$ cat src/rtl/xcpd_pkg.sv
// ----------------------------------------------------------------------------
// XOR-checked packet deframer package
// Shared constants, event codes and the result record of the deframer.
// ----------------------------------------------------------------------------
package xcpd_pkg;

    localparam int unsigned BYTE_W  = 8;
    localparam int unsigned POS_W   = 6;
    localparam int unsigned EVENT_W = 3;

    // Header is length, type, source, destination and check byte.
    localparam logic [POS_W-1:0]  HDR_LEN    = POS_W'(5);
    localparam logic [BYTE_W-1:0] HDR_INVERT = 8'hFF;

    // Header byte positions inside a frame.
    localparam logic [POS_W-1:0] POS_TYPE  = POS_W'(1);
    localparam logic [POS_W-1:0] POS_SRC   = POS_W'(2);
    localparam logic [POS_W-1:0] POS_DEST  = POS_W'(3);
    localparam logic [POS_W-1:0] POS_CHECK = POS_W'(4);

    typedef enum logic [EVENT_W-1:0] {
        EV_HEADER     = 3'd0,
        EV_HDR_FAIL   = 3'd1,
        EV_PAYLOAD    = 3'd2,
        EV_FRAME_GOOD = 3'd3,
        EV_FRAME_BAD  = 3'd4
    } event_t;

    typedef struct packed {
        event_t              event_res;
        logic [BYTE_W-1:0]   payload_byte;
        logic [POS_W-1:0]    payload_index;
        logic [BYTE_W-1:0]   frame_length;
        logic [BYTE_W-1:0]   frame_type;
        logic [BYTE_W-1:0]   frame_source;
        logic [BYTE_W-1:0]   frame_dest;
        logic                receiving;
    } result_t;

endpackage

$ cat src/rtl/xcpd_in_stage.sv
// ----------------------------------------------------------------------------
// Deframer input stage
// Registers one received byte and holds it until the core takes it.
// ----------------------------------------------------------------------------
module xcpd_in_stage (
    input  logic                         aclk,
    input  logic                         aresetn,
    input  logic                         s_valid,
    output logic                         s_ready,
    input  logic [xcpd_pkg::BYTE_W-1:0]  s_rx_byte,
    input  logic                         take,
    output logic                         byte_valid,
    output logic [xcpd_pkg::BYTE_W-1:0]  byte_data
);
    import xcpd_pkg::*;

    logic              valid_reg;
    logic [BYTE_W-1:0] byte_reg;

    // The stage refills in the same cycle that the core consumes it.
    assign s_ready    = !valid_reg || take;
    assign byte_valid = valid_reg;
    assign byte_data  = byte_reg;

    always_ff @(posedge aclk) begin
        if (!aresetn) begin
            valid_reg <= 1'b0;
        end else if (s_ready) begin
            valid_reg <= s_valid;
        end
        if (s_valid && s_ready) begin
            byte_reg <= s_rx_byte;
        end
    end

endmodule

$ cat src/rtl/xcpd_core.sv
// ----------------------------------------------------------------------------
// Deframer core
// Frame state, header check and payload XOR; one byte per take.
// ----------------------------------------------------------------------------
module xcpd_core #(
    parameter int unsigned MAX_DATA = 47
) (
    input  logic                         aclk,
    input  logic                         aresetn,
    input  logic                         cfg_we,
    input  logic                         cfg_wdata,
    input  logic                         take,
    input  logic [xcpd_pkg::BYTE_W-1:0]  byte_data,
    output xcpd_pkg::result_t            result
);
    import xcpd_pkg::*;

    localparam logic [POS_W-1:0] LastPos = POS_W'(MAX_DATA + 5);

    logic              bypass_reg;
    logic              in_frame_reg,  in_frame_next;
    logic [POS_W-1:0]  pos_reg,       pos_next;
    logic [BYTE_W-1:0] xor_reg,       xor_next;
    logic [BYTE_W-1:0] length_reg,    length_next;
    logic [BYTE_W-1:0] type_reg,      type_next;
    logic [BYTE_W-1:0] source_reg,    source_next;
    logic [BYTE_W-1:0] dest_reg,      dest_next;

    logic [BYTE_W-1:0] payload_xor;
    logic              last_byte;
    logic              frame_good;

    assign payload_xor = xor_reg ^ byte_data;
    assign last_byte   = ({3'b000, pos_reg} >= ({1'b0, length_reg} + 9'(HDR_LEN)))
                         || (pos_reg >= LastPos);
    assign frame_good  = (bypass_reg && (type_reg == '0)) || (payload_xor == '0);

    always_comb begin
        in_frame_next = in_frame_reg;
        pos_next      = pos_reg;
        xor_next      = xor_reg;
        length_next   = length_reg;
        type_next     = type_reg;
        source_next   = source_reg;
        dest_next     = dest_reg;

        result.event_res     = EV_HEADER;
        result.payload_byte  = '0;
        result.payload_index = '0;

        if (!in_frame_reg) begin
            // Any byte while idle opens a frame as its length byte.
            in_frame_next = 1'b1;
            pos_next      = POS_TYPE;
            length_next   = byte_data;
            type_next     = '0;
            source_next   = '0;
            dest_next     = '0;
            xor_next      = byte_data;
        end else begin
            case (pos_reg)
                POS_TYPE: begin
                    type_next = byte_data;
                    xor_next  = payload_xor;
                    pos_next  = POS_SRC;
                end
                POS_SRC: begin
                    source_next = byte_data;
                    xor_next    = payload_xor;
                    pos_next    = POS_DEST;
                end
                POS_DEST: begin
                    dest_next = byte_data;
                    xor_next  = payload_xor;
                    pos_next  = POS_CHECK;
                end
                POS_CHECK: begin
                    if ((xor_reg ^ HDR_INVERT) != byte_data) begin
                        in_frame_next    = 1'b0;
                        result.event_res = EV_HDR_FAIL;
                    end else begin
                        pos_next = HDR_LEN;
                        xor_next = '0;
                    end
                end
                default: begin
                    xor_next             = payload_xor;
                    result.payload_byte  = byte_data;
                    result.payload_index = pos_reg - HDR_LEN;
                    if (last_byte) begin
                        in_frame_next    = 1'b0;
                        result.event_res = frame_good ? EV_FRAME_GOOD : EV_FRAME_BAD;
                    end else begin
                        pos_next         = pos_reg + POS_W'(1);
                        result.event_res = EV_PAYLOAD;
                    end
                end
            endcase
        end

        result.frame_length = length_next;
        result.frame_type   = type_next;
        result.frame_source = source_next;
        result.frame_dest   = dest_next;
        result.receiving    = in_frame_next;
    end

    always_ff @(posedge aclk) begin
        if (!aresetn) begin
            bypass_reg   <= 1'b1;
            in_frame_reg <= 1'b0;
            pos_reg      <= '0;
            xor_reg      <= '0;
            length_reg   <= '0;
            type_reg     <= '0;
            source_reg   <= '0;
            dest_reg     <= '0;
        end else begin
            if (cfg_we) begin
                bypass_reg <= cfg_wdata;
            end
            if (take) begin
                in_frame_reg <= in_frame_next;
                pos_reg      <= pos_next;
                xor_reg      <= xor_next;
                length_reg   <= length_next;
                type_reg     <= type_next;
                source_reg   <= source_next;
                dest_reg     <= dest_next;
            end
        end
    end

endmodule

$ cat src/rtl/xcpd_out_stage.sv
// ----------------------------------------------------------------------------
// Deframer output stage
// Result register that holds one item until the sink takes it.
// ----------------------------------------------------------------------------
module xcpd_out_stage (
    input  logic               aclk,
    input  logic               aresetn,
    input  logic               load,
    input  xcpd_pkg::result_t  result,
    output logic               out_free,
    output logic               m_valid,
    input  logic               m_ready,
    output xcpd_pkg::result_t  m_result
);
    import xcpd_pkg::*;

    logic    valid_reg;
    result_t result_reg;

    assign out_free = !valid_reg || m_ready;
    assign m_valid  = valid_reg;
    assign m_result = result_reg;

    always_ff @(posedge aclk) begin
        if (!aresetn) begin
            valid_reg <= 1'b0;
        end else if (out_free) begin
            valid_reg <= load;
        end
        if (load) begin
            result_reg <= result;
        end
    end

endmodule

$ cat src/rtl/xor_checked_packet_deframer.sv
// ----------------------------------------------------------------------------
// XOR-checked packet deframer
// Deframes radio packets byte by byte with header and payload XOR checks.
// ----------------------------------------------------------------------------
// Each received item is one byte. A frame opens with five header bytes
// (length, type, source, destination, check); the check byte must equal the
// XOR of the first four XOR 0xFF, or the frame is dropped and the next byte
// starts a new one. Then length+1 payload bytes follow, the last being an XOR
// byte, capped at MAX_DATA+1 bytes. Every byte yields exactly one result item
// carrying the event code, the payload byte and index, the held header fields
// and the receiving flag. The frame is good when the type is zero with the
// bypass register set, or when the payload XOR including its last byte is
// zero. The block takes one item per clock cycle while the result register
// is free or being emptied, set by the single register stage of frame state
// in the core. A byte's result is loaded into the result register when the
// core takes the byte from the input stage. While a result waits, the input
// stage takes one more item, then holds s_ready low until the result goes.
// The bypass register resets to 1 and should be written only while idle.
// ----------------------------------------------------------------------------
module xor_checked_packet_deframer #(
    parameter int unsigned MAX_DATA = 47
) (
    input  logic        aclk,
    input  logic        aresetn,
    input  logic        cfg_we,
    input  logic        cfg_wdata,
    input  logic        s_valid,
    output logic        s_ready,
    input  logic [7:0]  s_rx_byte,
    output logic        m_valid,
    input  logic        m_ready,
    output logic [2:0]  m_event_res,
    output logic [7:0]  m_payload_byte,
    output logic [5:0]  m_payload_index,
    output logic [7:0]  m_frame_length,
    output logic [7:0]  m_frame_type,
    output logic [7:0]  m_frame_source,
    output logic [7:0]  m_frame_dest,
    output logic        m_receiving
);
    import xcpd_pkg::*;

    logic              byte_valid;
    logic [BYTE_W-1:0] byte_data;
    logic              out_free;
    logic              take;
    result_t           core_result;
    result_t           m_result;

    // A byte moves through the core whenever one is held and the result
    // register is free or being emptied in the same cycle.
    assign take = byte_valid && out_free;

    xcpd_in_stage u_in (
        .aclk       (aclk),
        .aresetn    (aresetn),
        .s_valid    (s_valid),
        .s_ready    (s_ready),
        .s_rx_byte  (s_rx_byte),
        .take       (take),
        .byte_valid (byte_valid),
        .byte_data  (byte_data)
    );

    xcpd_core #(
        .MAX_DATA (MAX_DATA)
    ) u_core (
        .aclk      (aclk),
        .aresetn   (aresetn),
        .cfg_we    (cfg_we),
        .cfg_wdata (cfg_wdata),
        .take      (take),
        .byte_data (byte_data),
        .result    (core_result)
    );

    xcpd_out_stage u_out (
        .aclk     (aclk),
        .aresetn  (aresetn),
        .load     (take),
        .result   (core_result),
        .out_free (out_free),
        .m_valid  (m_valid),
        .m_ready  (m_ready),
        .m_result (m_result)
    );

    assign m_event_res     = m_result.event_res;
    assign m_payload_byte  = m_result.payload_byte;
    assign m_payload_index = m_result.payload_index;
    assign m_frame_length  = m_result.frame_length;
    assign m_frame_type    = m_result.frame_type;
    assign m_frame_source  = m_result.frame_source;
    assign m_frame_dest    = m_result.frame_dest;
    assign m_receiving     = m_result.receiving;

endmodule

$ cat config.mk
export PLATFORM = sky130hd
export DESIGN_NAME = xor_checked_packet_deframer
export DESIGN_NICKNAME = d
export VERILOG_FILES = /design/src/rtl/xcpd_pkg.sv /design/src/rtl/xcpd_in_stage.sv /design/src/rtl/xcpd_core.sv /design/src/rtl/xcpd_out_stage.sv /design/src/rtl/xor_checked_packet_deframer.sv
export SDC_FILE = /design/constraint.sdc
export NUM_CORES = 1
export LEC_CHECK = 0
export BUFFER_PORTS_ARGS = -buffer_cell sky130_fd_sc_hd__buf_2
export CAP_MARGIN = 20
export CORE_MARGIN = 4
export CORE_UTILIZATION = 62
export DETAILED_ROUTE_END_ITERATION = 10
export GPL_TIMING_DRIVEN = 0
export HOLD_SLACK_MARGIN = 0.1
export PLACE_DENSITY = 0.85
export SLEW_MARGIN = 25
export SYNTH_ARGS = -nofsm -noshare
export SYNTH_HDL_FRONTEND = slang
export SYNTH_SLANG_ARGS = --single-unit
export TNS_END_PERCENT = 20
$ cat constraint.sdc
create_clock -name aclk -period 8.69 [get_ports aclk]
set_input_delay 0.4345 -clock aclk [delete_from_list [all_inputs] [get_ports aclk]]
set_output_delay 0.4345 -clock aclk [all_outputs]
set_load 0.03 [all_outputs]
### Word level (Yosys, flattened, before mapping)

Cells that the tools add are included.

| word-level totals | value |
|---|---|
| register bits after elaboration | 108 |
| input port bits | 14 |
| output and inout bits | 52 |
| word-level logic and storage cells | 71 |

| operators by class | value |
|---|---|
| $add $sub $neg | 3 |
| order comparisons | 2 |
| equal/unequal tests | 7 |
| mux-type cells | 22 |
| bitwise gates (word level) | 3 |
| reductions and logical operators | 15 |

Operators by type and width:

| operator | number |
|---|---|
| 8-bit 2-to-1 mux | 10 |
| 6-bit one-hot mux with 4 select lines | 1 |
| 6-bit 2-to-1 mux | 3 |
| 8-bit zero test | 2 |
| 6-bit by 2-bit == test with 1-bit output (second input constant) | 2 |
| 8-bit by 3-bit adder with 9-bit output (second input constant) | 1 |
| 6-bit by 9-bit greater-or-equal comparator with 1-bit output | 1 |
| 8-bit inequality test | 1 |
| 8-bit NOT | 1 |
| 8-bit bitwise XOR | 1 |
| 6-bit by 1-bit adder with 6-bit output (second input constant) | 1 |
| 6-bit by 1-bit == test with 1-bit output (second input constant) | 1 |
| 6-bit by 3-bit == test with 1-bit output (second input constant) | 1 |
| 6-bit greater-or-equal comparator (second input constant) | 1 |
| 3-bit 2-to-1 mux | 2 |
| 6-bit inequality test (second input constant) | 1 |
| 3-bit one-hot mux with 2 select lines | 1 |
| 6-bit by 3-bit subtractor with 6-bit output (second input constant) | 1 |
| 5-bit OR reduction | 1 |
| 1-bit logical OR | 4 |
| 1-bit 2-to-1 mux | 4 |
| 1-bit logical AND | 3 |
| 3-bit inequality test (second input constant) | 1 |
| 3-bit AND reduction | 1 |
| other kinds (5) | 6 |

### Longest topological paths before layout

| depth | value |
|---|---|
| word-level depth | 6 |
| gate-level depth with buffers | 11 |
| gate-level depth less buffers | 10 |

### By module

A second synthesis with hierarchy kept.

| unflattened totals | value |
|---|---|
| cells, all modules | 484 |
| area total of the unflattened synthesis | 5144.9 um^2 |

By module, submodules not included:

| module | times used | cells each | area an instance (um^2) | sequential area each (um^2) |
|---|---|---|---|---|
| xcpd_core | 1 | 416 | 3290.7 | 960.9 |
| xcpd_out_stage | 1 | 54 | 1550.2 | 1521.5 |
| xcpd_in_stage | 1 | 13 | 297.8 | 260.2 |
| xor_checked_packet_deframer | 1 | 1 | 6.3 | 0.0 |

### Worst setup path before layout

Ideal clock, no wire load.

| timing path | value |
|---|---|
| path kind | reg2reg |
| start point | register u_out.valid_reg (netlist: u_out.m_valid) |
| end point | register u_out.result_reg, in the netlist u_out.m_result[0], enable pin |
| library setup time | 0.434 ns |
| arrival time | 2.633 ns |
| required time | 8.256 ns |
| slack | 5.623 ns |
| cell stages (with the launch flop) | 5 |
| buffers on the path | 1 |
| cell sequence | dfxtp_1 > nor2b_1 > or2b_2 > clkinv_1 > buf_1 |

| on the way | value |
|---|---|
| longest elaborated chain between the ends | 3 |

Ends and longest elaborated chain:

| what | line | source |
|---|---|---|
| start, declared | xcpd_out_stage.sv:17 | `logic valid_reg;` |
| start signal, assigned | xcpd_out_stage.sv:28 | `valid_reg <= load;` |
| 1-bit zero test | xcpd_out_stage.sv:20 | `assign out_free = !valid_reg \|\| m_ready;` |
| 1-bit logical OR | xcpd_out_stage.sv:20 |  |
| 1-bit logical AND | xor_checked_packet_deframer.sv:52 | `assign take = byte_valid && out_free;` |
| net take | xor_checked_packet_deframer.sv:46 | `logic take;` |
| end signal, assigned | xcpd_out_stage.sv:31 | `result_reg <= result;` |
| end, declared | xcpd_out_stage.sv:18 | `result_t result_reg;` |

The timed path passes the listed nets, and every way through them passes these cells.
A chain may end at the register's enable or synchronous reset.

### Final worst setup path

| timing path | value |
|---|---|
| start point | register u_core.length_reg[0] |
| end point | register u_core.pos_reg[5] |

| on the way | value |
|---|---|
| longest elaborated chain between the ends | 5 |

Ends and longest elaborated chain:

| what | line | source |
|---|---|---|
| start, declared | xcpd_core.sv:24 | `logic [BYTE_W-1:0] length_reg, length_next;` |
| start signal, assigned | xcpd_core.sv:126 | `length_reg <= length_next;` |
| 8-bit by 3-bit adder with 9-bit output | xcpd_core.sv:34 | `assign last_byte = ({3'b000, pos_reg} >= ({1'b0, length_reg} + 9'(HDR_LEN)))` |
| 6-bit by 9-bit greater-or-equal comparator with 1-bit output | xcpd_core.sv:34 |  |
| 1-bit logical OR | xcpd_core.sv:35 | `\|\| (pos_reg >= LastPos);` |
| 6-bit inequality test (no source line) | -- |  |
| 3-bit AND reduction (no source line) | -- |  |
| end signal, assigned | xcpd_core.sv:124 | `pos_reg <= pos_next;` |
| end, declared | xcpd_core.sv:22 | `logic [POS_W-1:0] pos_reg, pos_next;` |

No other way between the ends.

==> reports/metrics.csv <==
metric;value;unit
ys_async_sr_fraction;0;%
hp-start;s_rx_byte[2];
max_slew_margin;65.58;%
clk_pin_slew;100;ps
die_area;0.009748;sq mm
avgSynthCellArea;10.23;sq um
tightest_slew;516.3;ps
ys_ff_latch;108;
largest_reg_flops;50;
ant_nets;0;
grt_pass1_vias;3918;
area_delta_synth_final;13.70;%
antenna_found_initial;0;
final_common_cell;nand2_1;
rrSetupSlack;6110;ps
holdPathStages;1;
cts_tree;yes;
die_height;98.73;um
fin_crit_sh;29.67;%
worstSetupPathType;reg -> reg;
drv_slew;0;
cts-htree-levels;3;
ys.flop_type;edfxtp_1;
clk_latency;370;ps
cts_buffers;9;
period_minus_slack;2578;ps
grt_pass1_wl;19.11;mm
ir_drop;122.1;uV
route.detailed.drc;0;
ys_types;57;
ctsLongestPathBuffers;2;
worstHoldEndpoint;u_in.byte_data[2];
vias;4099;
cpMaxStageDelayCell;dfxtp_1;
rr_worst_depth;10;
io_pins;66;
dp_hpwl;8.060;mm
ys_seq_area_share;53.74;%
nets;602;
synth-edff-count;58;
synth.top_cell.area_share;34.13;%
routabilityCongestion;0.9157;
outcome;finished clean;
drtIter0Drc;239;
via_per_inst;6.001;
power_per_cell_area;169.1;mW/mm^2
syn-cell-area;0.005104;sq mm
rsz0062_at_grt;no;
root_buffer;clkbuf_8;
rows;32;
yosys_warnings;0;
cts.sink_count;108;
synth_area_leader_cell;edfxtp_1;
final_area;0.005803;sq mm
cts_setup_buffers;0;
core_area;0.007848;sq mm
port-buffer-count;64;
startpoint_type;flip-flop;
arrival;2860;ps
grtUsageTotal;24.28;%
start_util;65.04;%
min_path_type;in -> reg;
die_w;98.73;um
drtPass1Iterations;5;
reg2reg_from;u_core.length_reg[0];
drive_gt1_share;21.86;%
maxCapViolCount;0;
grt_overflow;0;
required;8970;ps
routedWlPerCell;16.94;um
fin_cells;683;
final_util;73.95;%
worst_path_largest_cell_delay;420;ps
power;0.9813;mW
path_max_fanout;5;
postPlaceCellArea;0.005608;sq mm
hold_buffers;0;
synth_area_leaders;edfxtp_1 (34%), dfxtp_1 (20%), nand2_1 (6.8%), ha_1 (2.9%), nand3_1 (2.9%);
most-common-layout-cells;nand2_1 (93), buf_2 (76), edfxtp_1 (58), dfxtp_1 (50), nand3_1 (30);
antenna_cells;0;
path_cells;ha_1, o21ai_0, xor2_1, ha_1, or2_2, a211o_1, a31oi_1, or3_1, nand2_2, o41ai_2;
clock_skew;11.07;ps
finalWirelength;11.57;mm
fmax;387.8;MHz
setup_violations;0;
p_leak;2.168;nW
cpMostUsedCell;ha_1;
tns;0;ps
dp_cells;667;
synthesis.nets;525;
endpoint_kind;flip-flop;
r2r_end;u_core.pos_reg[5];
syn_inst;499;
hold_viol;0;
cts_resized;0;
grt_max_degree;26;
## report_power, final
| part | internal (mW) | switching (mW) | total, mW |
|---|---|---|---|
| logic | 0.0389 | 0.0791 | 0.118 |
| clock network | 0.124 | 0.176 | 0.299 |
| registers | 0.555 | 0.00844 | 0.564 |
## area by class of cell
class | instances | area [sq um]
clock inverter | 5 | 43.79
clock buffer | 11 | 151.4
sequential | 108 | 2743
timing repair buffer | 66 | 375.4
tap | 102 | 127.6
multi-input combinational | 345 | 2126
fill | 561 | 2044
buffer | 38 | 206.4
inverter | 8 | 30.03
## worst max-delay path by stage
stage,from,end
after floorplan,u_out.m_valid,u_out.m_result[0]
after global placement,m_ready,u_out.m_result[47]
after detailed placement,u_core.length_reg[0],u_core.pos_reg[5]
after CTS,u_core.length_reg[0],u_core.pos_reg[5]
after global routing,u_core.length_reg[0],u_core.pos_reg[5]
final,u_core.length_reg[0],u_core.pos_reg[5]
## synthesized netlist by cell type (4+ instances only)
cell type	number
a21boi_0	14
a21boi_1	11
a21oi_1	28
a22oi_1	8
a31o_1	6
and2_1	9
and3_1	13
buf_2	11
buf_4	7
clkbuf_1	14
dfxtp_1	50
edfxtp_1	58
ha_1	12
inv_1	6
mux2_2	9
mux2i_1	4
nand2_1	93
nand3_1	30
nand4_1	6
nor2_1	14
nor2b_1	11
o21ai_0	15
o21ai_1	6
xnor2_1	11
xor2_1	6
## metal layers
metal	vias to the layer above	GRT usage, %	wire (um)
li1	1916	-	-
met1	1976	31.44	4659
met2	186	41.45	5776
met3	21	5.449	929
met4	0	6.303	203
met5	-	0	0
## cells by family (layout without fill, tap and decap cells)
kind of cell	Yosys count	in the layout	synth area share, %
mux	13	13	2.770
buf+inv	46	128	4.609
fa+ha+maj	12	12	2.942
flops	108	108	53.74
xor+xnor	17	17	2.917
simple gates	195	195	18.88
compound gates	108	108	14.15
## critical path: cells and delay by family, from the launching register on
family                     cells  cell delay (ps)
AOI/OAI and AO/OA              4              770
xor gates and xnor gates       1              180
adders and majority gates      2              460
DFF                            1              420
and+or+nand+nor                3              660
## metrics by stage
stage / worst slack [ps] / hold slack, ps
6_report: 6112 / 234.2
5_1_grt: 5937 / 216.8
4_1_cts: 6118 / 229.0
3_5_place_dp: 6174 / 449.1
3_3_place_gp: 5091 / 439.9
2_1_floorplan: 5623 / 435.3
Power figures use the tool's default switching activity.
